## config.mk

```make
export PLATFORM = sky130hd
export DESIGN_NAME = mean_power_dc_removed
export DESIGN_NICKNAME = d
export VERILOG_FILES = /design/src/mpdr_pkg.sv /design/src/mpdr_ctrl.sv /design/src/mpdr_datapath.sv /design/src/mean_power_dc_removed.sv
export SDC_FILE = /design/constraint.sdc
export NUM_CORES = 2
export LEC_CHECK = 0
export BUFFER_PORTS_ARGS = -buffer_cell sky130_fd_sc_hd__buf_2
export CAP_MARGIN = 10
export CORE_MARGIN = 3
export CORE_UTILIZATION = 40
export CTS_BUF_LIST = sky130_fd_sc_hd__clkbuf_4
export CTS_CLUSTER_SIZE = 24
export DETAILED_ROUTE_END_ITERATION = 10
export PLACE_DENSITY_LB_ADDON = 0.1
export SYNTH_ARGS = -nofsm -noshare
export SYNTH_HDL_FRONTEND = slang
export SYNTH_SLANG_ARGS = --single-unit
export TNS_END_PERCENT = 50
```

## constraint.sdc

```tcl
create_clock -name clk -period 14.6 [get_ports clk]
set_clock_uncertainty 0.05 [all_clocks]
set_input_delay 2.92 -clock clk [delete_from_list [all_inputs] [get_ports clk]]
set_output_delay 2.92 -clock clk [all_outputs]
set_load 0.005 [all_outputs]
```

## src/mpdr_pkg.sv

```systemverilog
package mpdr_pkg;

  // Field and register widths
  localparam int LEN_W   = 17;
  localparam int SMP_W   = 16;
  localparam int SQ_W    = 30;
  localparam int DC_W    = 17;
  localparam int PSUM_W  = 48;
  localparam int DSUM_W  = 34;
  localparam int DMAG_W  = 33;
  localparam int RES_W   = 32;

  // Length handling
  localparam logic [LEN_W-1:0] LEN_RESET  = 17'd512;
  localparam logic [LEN_W-1:0] MAX_LENGTH = 17'd65536;
  localparam int               GROUP_SIZE = 4;

  // Shared multiplier: 16-bit digits of a 48-bit operand times a 34-bit operand
  localparam int OPA_W    = 48;
  localparam int OPB_W    = 34;
  localparam int DIG_W    = 16;
  localparam int PP_W     = DIG_W + OPB_W;
  localparam int N_DIGITS = OPA_W / DIG_W;
  localparam int ACC_W    = 66;
  localparam int X_W      = 65;
  localparam int Y_W      = 66;
  localparam int DV_W     = 33;

  // Restoring divider
  localparam int DIFF_W    = 66;
  localparam int Q_W       = 33;
  localparam int DIV_STEPS = DIFF_W;
  localparam int DSTEP_W   = 7;

  // Product selector codes
  localparam logic [1:0] MUL_X = 2'd0;
  localparam logic [1:0] MUL_Y = 2'd1;
  localparam logic [1:0] MUL_D = 2'd2;

  typedef struct packed {
    logic       accept;
    logic       load;
    logic       mul_go;
    logic [1:0] mul_sel;
    logic [1:0] mul_dig;
    logic       div_init;
    logic       div_step;
    logic       out_load;
  } cmd_t;

  typedef struct packed {
    logic last;
    logic slot_free;
  } sts_t;

endpackage

```

## src/mpdr_ctrl.sv

```systemverilog
module mpdr_ctrl (
  input  logic            clk,
  input  logic            rst_n,
  input  logic            in_valid,
  output logic            in_stall,
  input  mpdr_pkg::sts_t  sts,
  output mpdr_pkg::cmd_t  cmd
);
  import mpdr_pkg::*;

  localparam logic [2:0] S_ACC   = 3'd0;
  localparam logic [2:0] S_DRAIN = 3'd1;
  localparam logic [2:0] S_LOAD  = 3'd2;
  localparam logic [2:0] S_MUL   = 3'd3;
  localparam logic [2:0] S_WAIT  = 3'd4;
  localparam logic [2:0] S_DINIT = 3'd5;
  localparam logic [2:0] S_DIV   = 3'd6;
  localparam logic [2:0] S_OUT   = 3'd7;

  logic [2:0]         state_r, state_nxt;
  logic [1:0]         sel_r, sel_nxt;
  logic [1:0]         dig_r, dig_nxt;
  logic [DSTEP_W-1:0] dstep_r, dstep_nxt;

  // Samples are taken only while accumulating.
  assign in_stall = (state_r != S_ACC);

  // Next state and commands
  always_comb begin
    state_nxt = state_r;
    sel_nxt   = sel_r;
    dig_nxt   = dig_r;
    dstep_nxt = dstep_r;
    cmd       = '0;
    cmd.mul_sel = sel_r;
    cmd.mul_dig = dig_r;
    unique case (state_r)
      S_ACC: begin
        cmd.accept = in_valid;
        if (in_valid && sts.last) begin
          state_nxt = S_DRAIN;
        end
      end
      S_DRAIN: begin
        state_nxt = S_LOAD;
      end
      S_LOAD: begin
        cmd.load  = 1'b1;
        sel_nxt   = MUL_X;
        dig_nxt   = 2'd0;
        state_nxt = S_MUL;
      end
      S_MUL: begin
        cmd.mul_go = 1'b1;
        if (dig_r == 2'(N_DIGITS - 1)) begin
          dig_nxt = 2'd0;
          sel_nxt = sel_r + 2'd1;
          if (sel_r == MUL_D) begin
            state_nxt = S_WAIT;
          end
        end else begin
          dig_nxt = dig_r + 2'd1;
        end
      end
      S_WAIT: begin
        state_nxt = S_DINIT;
      end
      S_DINIT: begin
        cmd.div_init = 1'b1;
        dstep_nxt    = '0;
        state_nxt    = S_DIV;
      end
      S_DIV: begin
        cmd.div_step = 1'b1;
        dstep_nxt    = dstep_r + DSTEP_W'(1);
        if (dstep_r == DSTEP_W'(DIV_STEPS - 1)) begin
          state_nxt = S_OUT;
        end
      end
      S_OUT: begin
        if (sts.slot_free) begin
          cmd.out_load = 1'b1;
          state_nxt    = S_ACC;
        end
      end
      default: begin
        state_nxt = S_ACC;
      end
    endcase
  end

  // State registers
  always_ff @(posedge clk) begin
    if (!rst_n) begin
      state_r <= S_ACC;
      sel_r   <= MUL_X;
      dig_r   <= 2'd0;
      dstep_r <= '0;
    end else begin
      state_r <= state_nxt;
      sel_r   <= sel_nxt;
      dig_r   <= dig_nxt;
      dstep_r <= dstep_nxt;
    end
  end

endmodule

```

## src/mpdr_datapath.sv

```systemverilog
module mpdr_datapath (
  input  logic                               clk,
  input  logic                               rst_n,
  input  logic                               cfg_wr_en,
  input  logic [mpdr_pkg::LEN_W-1:0]         cfg_wr_data,
  input  logic signed [mpdr_pkg::SMP_W-1:0]  in_sample_re,
  input  logic signed [mpdr_pkg::SMP_W-1:0]  in_sample_im,
  input  mpdr_pkg::cmd_t                     cmd,
  output mpdr_pkg::sts_t                     sts,
  input  logic                               out_stall,
  output logic                               out_valid,
  output logic signed [mpdr_pkg::RES_W-1:0]  out_power_estimate
);
  import mpdr_pkg::*;

  localparam logic signed [SMP_W-1:0] SMP_MIN = {1'b1, {(SMP_W-1){1'b0}}};

  // Length register and effective length
  logic [LEN_W-1:0] cfg_len_r;
  logic [LEN_W-1:0] len_eff;
  logic [LEN_W-1:0] len_used;

  always_ff @(posedge clk) begin
    if (!rst_n) begin
      cfg_len_r <= LEN_RESET;
    end else if (cfg_wr_en) begin
      cfg_len_r <= cfg_wr_data;
    end
  end

  always_comb begin
    if (cfg_len_r == '0) begin
      len_eff = LEN_W'(1);
    end else if (cfg_len_r > MAX_LENGTH) begin
      len_eff = MAX_LENGTH;
    end else begin
      len_eff = cfg_len_r;
    end
  end

  assign len_used = len_eff & ~LEN_W'(GROUP_SIZE - 1);

  // Sample counter; the vector ends once the count reaches the length.
  logic [LEN_W-1:0] cnt_r;
  logic [LEN_W:0]   cnt_inc;
  logic             acc_en;

  assign cnt_inc  = {1'b0, cnt_r} + (LEN_W+1)'(1);
  assign sts.last = (cnt_inc >= {1'b0, len_eff});
  assign acc_en   = (cnt_r < len_used);

  always_ff @(posedge clk) begin
    if (!rst_n) begin
      cnt_r <= '0;
    end else if (cmd.accept) begin
      cnt_r <= sts.last ? '0 : cnt_inc[LEN_W-1:0];
    end
  end

  // Square stage: clip the most negative value, square both parts.
  logic signed [SMP_W-1:0]   re_c, im_c;
  logic signed [2*SMP_W-1:0] sq_re, sq_im;
  logic        [DC_W-1:0]    dc_smp;
  logic                      p_vld_r;
  logic [SQ_W-1:0]           p_sqre_r, p_sqim_r;
  logic [DC_W-1:0]           p_dc_r;

  assign re_c   = (in_sample_re == SMP_MIN) ? SMP_MIN + SMP_W'(1) : in_sample_re;
  assign im_c   = (in_sample_im == SMP_MIN) ? SMP_MIN + SMP_W'(1) : in_sample_im;
  assign sq_re  = re_c * re_c;
  assign sq_im  = im_c * im_c;
  assign dc_smp = {in_sample_re[SMP_W-1], in_sample_re}
                + {in_sample_im[SMP_W-1], in_sample_im};

  always_ff @(posedge clk) begin
    if (!rst_n) begin
      p_vld_r <= 1'b0;
    end else begin
      p_vld_r <= cmd.accept & acc_en;
    end
  end

  always_ff @(posedge clk) begin
    if (cmd.accept) begin
      p_sqre_r <= sq_re[SQ_W-1:0];
      p_sqim_r <= sq_im[SQ_W-1:0];
      p_dc_r   <= dc_smp;
    end
  end

  // Running sums, cleared when the end-of-vector operands are taken.
  logic [PSUM_W-1:0] psum_r;
  logic [DSUM_W-1:0] dsum_r;

  always_ff @(posedge clk) begin
    if (!rst_n) begin
      psum_r <= '0;
      dsum_r <= '0;
    end else if (cmd.load) begin
      psum_r <= '0;
      dsum_r <= '0;
    end else if (p_vld_r) begin
      psum_r <= psum_r + PSUM_W'(p_sqre_r) + PSUM_W'(p_sqim_r);
      dsum_r <= dsum_r + {{(DSUM_W-DC_W){p_dc_r[DC_W-1]}}, p_dc_r};
    end
  end

  // Operand latch for the end-of-vector computation
  logic [PSUM_W-1:0] pw_r;
  logic [DMAG_W-1:0] dmag_r;
  logic [LEN_W-1:0]  len_r;
  logic [DSUM_W-1:0] dabs;

  assign dabs = dsum_r[DSUM_W-1] ? (DSUM_W'(0) - dsum_r) : dsum_r;

  always_ff @(posedge clk) begin
    if (cmd.load) begin
      pw_r   <= psum_r;
      dmag_r <= dabs[DMAG_W-1:0];
      len_r  <= len_eff;
    end
  end

  // Shared multiplier: one 16-bit digit of operand A per cycle.
  logic [OPA_W-1:0] opa;
  logic [OPB_W-1:0] opb;
  logic [DIG_W-1:0] dig;
  logic [PP_W-1:0]  pp;
  logic [PP_W-1:0]  pp_r;
  logic [1:0]       pp_sel_r, pp_dig_r;
  logic             pp_vld_r;

  always_comb begin
    case (cmd.mul_sel)
      MUL_X: begin
        opa = pw_r;
        opb = OPB_W'(len_r);
      end
      MUL_Y: begin
        opa = OPA_W'(dmag_r);
        opb = OPB_W'(dmag_r);
      end
      MUL_D: begin
        opa = OPA_W'(len_r);
        opb = OPB_W'(len_r);
      end
      default: begin
        opa = '0;
        opb = '0;
      end
    endcase
  end

  always_comb begin
    case (cmd.mul_dig)
      2'd0:    dig = opa[DIG_W-1:0];
      2'd1:    dig = opa[2*DIG_W-1:DIG_W];
      default: dig = opa[3*DIG_W-1:2*DIG_W];
    endcase
  end

  assign pp = PP_W'(dig) * PP_W'(opb);

  always_ff @(posedge clk) begin
    if (!rst_n) begin
      pp_vld_r <= 1'b0;
    end else begin
      pp_vld_r <= cmd.mul_go;
    end
  end

  always_ff @(posedge clk) begin
    if (cmd.mul_go) begin
      pp_r     <= pp;
      pp_sel_r <= cmd.mul_sel;
      pp_dig_r <= cmd.mul_dig;
    end
  end

  // Accumulate shifted partial products into the selected product.
  logic [X_W-1:0]   x_r;
  logic [Y_W-1:0]   y_r;
  logic [DV_W-1:0]  dv_r;
  logic [ACC_W-1:0] pp_sh, acc_cur, acc_sum;

  always_comb begin
    case (pp_dig_r)
      2'd0:    pp_sh = ACC_W'(pp_r);
      2'd1:    pp_sh = ACC_W'({pp_r, {DIG_W{1'b0}}});
      default: pp_sh = ACC_W'({pp_r, {(2*DIG_W){1'b0}}});
    endcase
  end

  always_comb begin
    case (pp_sel_r)
      MUL_X:   acc_cur = ACC_W'(x_r);
      MUL_Y:   acc_cur = ACC_W'(y_r);
      default: acc_cur = ACC_W'(dv_r);
    endcase
  end

  assign acc_sum = acc_cur + pp_sh;

  always_ff @(posedge clk) begin
    if (cmd.load) begin
      x_r  <= '0;
      y_r  <= '0;
      dv_r <= '0;
    end else if (pp_vld_r) begin
      case (pp_sel_r)
        MUL_X:   x_r  <= acc_sum[X_W-1:0];
        MUL_Y:   y_r  <= acc_sum[Y_W-1:0];
        default: dv_r <= acc_sum[DV_W-1:0];
      endcase
    end
  end

  // Restoring divider: |P*L - D^2| / L^2, one quotient bit per cycle.
  logic [DIFF_W-1:0] x_ext;
  logic              neg_r;
  logic [DIFF_W-1:0] diff_r;
  logic [DV_W-1:0]   rem_r;
  logic [Q_W-1:0]    q_r;
  logic              ovf_r;
  logic [DV_W:0]     rem_sh;
  logic              rem_ge;
  logic [DV_W:0]     rem_sub;

  assign x_ext   = DIFF_W'(x_r);
  assign rem_sh  = {rem_r, diff_r[DIFF_W-1]};
  assign rem_ge  = (rem_sh >= {1'b0, dv_r});
  assign rem_sub = rem_sh - {1'b0, dv_r};

  always_ff @(posedge clk) begin
    if (cmd.div_init) begin
      neg_r  <= (x_ext < y_r);
      diff_r <= (x_ext < y_r) ? (y_r - x_ext) : (x_ext - y_r);
      rem_r  <= '0;
      q_r    <= '0;
      ovf_r  <= 1'b0;
    end else if (cmd.div_step) begin
      diff_r <= {diff_r[DIFF_W-2:0], 1'b0};
      rem_r  <= rem_ge ? rem_sub[DV_W-1:0] : rem_sh[DV_W-1:0];
      q_r    <= {q_r[Q_W-2:0], rem_ge};
      ovf_r  <= ovf_r | q_r[Q_W-1];
    end
  end

  // Sign and saturation of the quotient
  logic [RES_W-1:0] res;
  logic             sat_pos, sat_neg;

  assign sat_pos = ovf_r | q_r[Q_W-1] | q_r[RES_W-1];
  assign sat_neg = ovf_r | q_r[Q_W-1] | (q_r[RES_W-1] & (|q_r[RES_W-2:0]));

  always_comb begin
    if (neg_r) begin
      res = sat_neg ? {1'b1, {(RES_W-1){1'b0}}} : (RES_W'(0) - q_r[RES_W-1:0]);
    end else begin
      res = sat_pos ? {1'b0, {(RES_W-1){1'b1}}} : q_r[RES_W-1:0];
    end
  end

  // Output register
  logic                    out_vld_r;
  logic signed [RES_W-1:0] out_pe_r;

  assign sts.slot_free = ~out_vld_r | ~out_stall;

  always_ff @(posedge clk) begin
    if (!rst_n) begin
      out_vld_r <= 1'b0;
    end else if (cmd.out_load) begin
      out_vld_r <= 1'b1;
    end else if (!out_stall) begin
      out_vld_r <= 1'b0;
    end
  end

  always_ff @(posedge clk) begin
    if (cmd.out_load) begin
      out_pe_r <= res;
    end
  end

  assign out_valid          = out_vld_r;
  assign out_power_estimate = out_pe_r;

endmodule

```

## src/mean_power_dc_removed.sv

```systemverilog
// Throughput: one sample per cycle while a vector is being accumulated.
// After the vector's last sample is taken, the shared 16x34 multiplier and the 66-step
// restoring divider compute its result, which is then registered and raises out_valid.
// in_stall stays high from the last sample of a vector until its result is registered.
// Reset (synchronous, rst_n low): sums and count clear, length returns to 512,
// no result is pending.
module mean_power_dc_removed (
  input  logic                               clk,
  input  logic                               rst_n,
  input  logic                               cfg_wr_en,
  input  logic [mpdr_pkg::LEN_W-1:0]         cfg_wr_data,
  input  logic                               in_valid,
  output logic                               in_stall,
  input  logic signed [mpdr_pkg::SMP_W-1:0]  in_sample_re,
  input  logic signed [mpdr_pkg::SMP_W-1:0]  in_sample_im,
  output logic                               out_valid,
  input  logic                               out_stall,
  output logic signed [mpdr_pkg::RES_W-1:0]  out_power_estimate
);
  import mpdr_pkg::*;

  cmd_t cmd;
  sts_t sts;

  // Sequencer
  mpdr_ctrl u_ctrl (
    .clk      (clk),
    .rst_n    (rst_n),
    .in_valid (in_valid),
    .in_stall (in_stall),
    .sts      (sts),
    .cmd      (cmd)
  );

  // Accumulators, multiplier, divider and output register
  mpdr_datapath u_dp (
    .clk                (clk),
    .rst_n              (rst_n),
    .cfg_wr_en          (cfg_wr_en),
    .cfg_wr_data        (cfg_wr_data),
    .in_sample_re       (in_sample_re),
    .in_sample_im       (in_sample_im),
    .cmd                (cmd),
    .sts                (sts),
    .out_stall          (out_stall),
    .out_valid          (out_valid),
    .out_power_estimate (out_power_estimate)
  );

endmodule

```

==> metrics.csv <==
stage,metric,value,unit
status,outcome,finished clean,
global_route,grt_pass1_wl,411,mm
synth,yosys_warnings,0,
synth,ys_seq_area_share,21.1,%
route,drcViolationCount,0,
timing,timing.fmax,97.8,MHz
synth,synthArstFlopShare,0,%
placement,dpl.hpwl,216,mm
timing,worst_slew_pin_slew,1240,ps
route,wire_per_inst,22.0,um
clocking,root_buffer,clkbuf_4,
synth,synth-seq-cells,689,
worst_setup_path,crit_path_frequent_cell,fa_1,
floorplan,coreArea,200000,um2
timing,setup_tns,0,ps
synth,yosys.cell_types.count,100,
layout,area_delta_synth_final,6.80,%
synth,synthCells,9452,
timing,drv_slew,0,
layout,final_common_cell,inv_1,
placement,io_buffers,87,
clocking,post_cts_resized,0,
worst_setup_path,arrival,11060,ps
worst_setup_path,rrSetupSlack,4380,ps
clocking,hold_buffers,0,
global_route,grt_use_total,25.9,%
timing,final.min_clock_period,10220,ps
synth,syn_area,80700,um2
worst_setup_path,worstReg2RegEnd,u_dp.pp_r[46]$_DFFE_PP_,
floorplan,io_pins,88,
timing,min_period_over_period,70.0,%
floorplan,die_area,207000,um2
global_route,grt_pass1_vias,67900,
worst_setup_path,required,15440,ps
route,drt_pre_antenna_iters,6,
layout,drive_gt1_share,5.94,%
floorplan,start_util,40.3,%
timing,hold_ws,403,ps
global_route,antenna_found_initial,16,
route,via_count,66900,
worst_hold_path,hold_path_end,u_dp.pw_r[47]$_DFFE_PP_,
clocking,cts_buffers,195,
worst_hold_path,hold_path_depth,0,
route,finalWirelength,269,mm
synth,syn-num-nets,11100,
worst_setup_path,cpPeakStageDelay,810,ps
clocking,clkTransAtPathRegs,60,ps
pwr,power.leakage,39.9,nW
worst_setup_path,slowest_stage,a211oi_1,
clocking,htreeDepth,4,
route,ant_nets,0,
run,cap_violations,0,
clocking,clock-sinks,689,
route,first_iter_violations,4740,
pwr,irDropWorstVdd,0.448,mV
global_route,gr-total-overflow,0,
worst_setup_path,end_kind,flip-flop,
timing,rsz0062_at_grt,no,
floorplan,die_h,455,um
clocking,clock_tree.buffer_depth,3,
worst_hold_path,min_path_type,flip-flop to flip-flop,
timing,relSlewSlack,16.5,%
clocking,cts_setup_buffers,0,
worst_setup_path,critPathLaunchType,flip-flop,
synth,syn_area_per_cell,8.53,um2
worst_setup_path,path_class,flip-flop to flip-flop,
synth,ys.flop_type,dfxtp_1,
placement,gp_congestion,0.993,
floorplan,die_x,455,um
worst_setup_path,r2r_start,u_ctrl.sel_r[1]$_SDFFE_PN0P_,
worst_setup_path,worstPathMaxFanout,25,
floorplan,fp-row-count,164,
worst_setup_path,reg2reg_depth,30,
route,via_per_inst,5.47,
pwr,powerDensity,253,nW/um2
timing,finalHoldViolations,0,
clocking,cts_tree,yes,
layout,layout.nets,11000,
timing,setup_viol,0,
worst_hold_path,min_from,u_dp.psum_r[47]$_SDFFE_PP0P_,
layout,fillers,20400,
global_route,grt_max_degree,157,
layout,layout_common_cells,"1386 x inv_1, 1236 x nand2_1, 918 x fa_1",
synth,synth-edff-count,325,
clocking,clock_latency,1220,ps
## worst max-delay path: cells and delay by family (launching register included)
family | cells | cell delay [ps]
adders and majority gates | 8 | 4110
and+or+nand+nor | 5 | 990
AOI/OAI and AO/OA | 11 | 3720
buffers and inverters | 5 | 620
xor gates and xnor gates | 1 | 80
DFF | 1 | 350
## layout make-up
type	count	area [um2]	share of cell area (%)
flip-flops and latches	689	17100	19.8
repair buffers	162	1010	1.17
clock buffers	281	2110	2.45
diodes	10	25.0	0.0290
clock inverters	84	499	0.580
multi-input cells	6950	56900	66.0
inverters	1391	5230	6.07
well taps	2656	3320	3.86
## logic make-up after synthesis
logic type	Yosys count	share of synthesized area, %
buffers and inverters	1813	8.49
XOR/XNOR	386	4.19
flip-flops	689	21.1
AND/OR/NAND/NOR	2704	15.0
adder cells (fa/ha/maj)	1544	32.5
AO/OA/AOI/OAI	2116	16.3
other	2	0.00931
multiplexers	198	2.47
## worst max path at each step
| stage | start | cells past startpoint | end | slack (ps) |
|---|---|---|---|---|
| after global routing | u_ctrl.sel_r[1]$_SDFFE_PN0P_ | 30 | u_dp.pp_r[46]$_DFFE_PP_ | 3970 |
| after floorplan | in_sample_im[2] | 25 | u_dp.p_sqim_r[29]$_DFFE_PP_ | 5320 |
| after CTS | u_ctrl.sel_r[1]$_SDFFE_PN0P_ | 30 | u_dp.pp_r[46]$_DFFE_PP_ | 4540 |
| final | u_ctrl.sel_r[1]$_SDFFE_PN0P_ | 30 | u_dp.pp_r[46]$_DFFE_PP_ | 4380 |
| after global placement | u_ctrl.sel_r[0]$_SDFFE_PN0P_ | 29 | u_dp.pp_r[46]$_DFFE_PP_ | 4630 |
| after detailed placement | u_ctrl.sel_r[1]$_SDFFE_PN0P_ | 30 | u_dp.pp_r[46]$_DFFE_PP_ | 4590 |
## Yosys cell counts (all sizes together) (82+ instances only)
library cell | n | area share (%)
fa | 918 | 23
a21o | 248 | 2.3
ha | 626 | 9.7
clkbuf | 374 | 1.7
o21bai | 103 | 0.96
dfxtp | 364 | 9.0
o21ai | 515 | 3.2
xor2 | 118 | 1.3
and2 | 153 | 1.2
nor3 | 82 | 0.51
xnor2 | 268 | 2.9
mux2i | 189 | 2.3
inv | 1390 | 6.5
nor2 | 686 | 3.2
nand3 | 121 | 0.75
edfxtp | 325 | 12
a21oi | 702 | 4.4
nand2 | 1239 | 5.8
## where the power goes
| group | internal (mW) | switching, mW |
|---|---|---|
| clock network | 0.956 | 0.921 |
| logic | 6.63 | 10.1 |
| registers | 2.92 | 0.292 |
## registers in the layout, indices dropped and copies added (netlist names), 29 cells and up
signal                   flops
u_dp.dsum_r                 34
u_dp.pw_r                   48
u_dp.p_sqre_r               29
u_dp.psum_r                 48
u_dp.pp_r                   49
u_dp.x_r                    65
u_dp.y_r                    66
u_dp.q_r                    33
u_dp.dmag_r                 33
u_dp.rem_r                  33
u_dp.out_power_estimate     32
u_dp.dv_r                   33
u_dp.diff_r                 66
u_dp.p_sqim_r               29
## stage by stage
step	cells	power (mW)	util (%)	instance area, um2	setup WS (ps)
floorplan	9452	15.2	-	80700	5320
global placement	11800	19.9	41.7	83500	4630
detailed placement	11800	20.0	41.7	83500	4590
CTS	12200	22.0	43.0	86100	4540
global route	12200	24.1	43.1	86100	3970
finish	12200	21.8	43.1	86100	4380
## routing by layer
metal	share of wire, %	global-route usage (%)	vias up
li1	-	-	31300
met1	41	32.2	33100
met2	49	45.1	1973
met3	5.4	3.78	489
met4	4.2	10.3	16
met5	0.038	0	-
(Power assumes the default switching activity.)
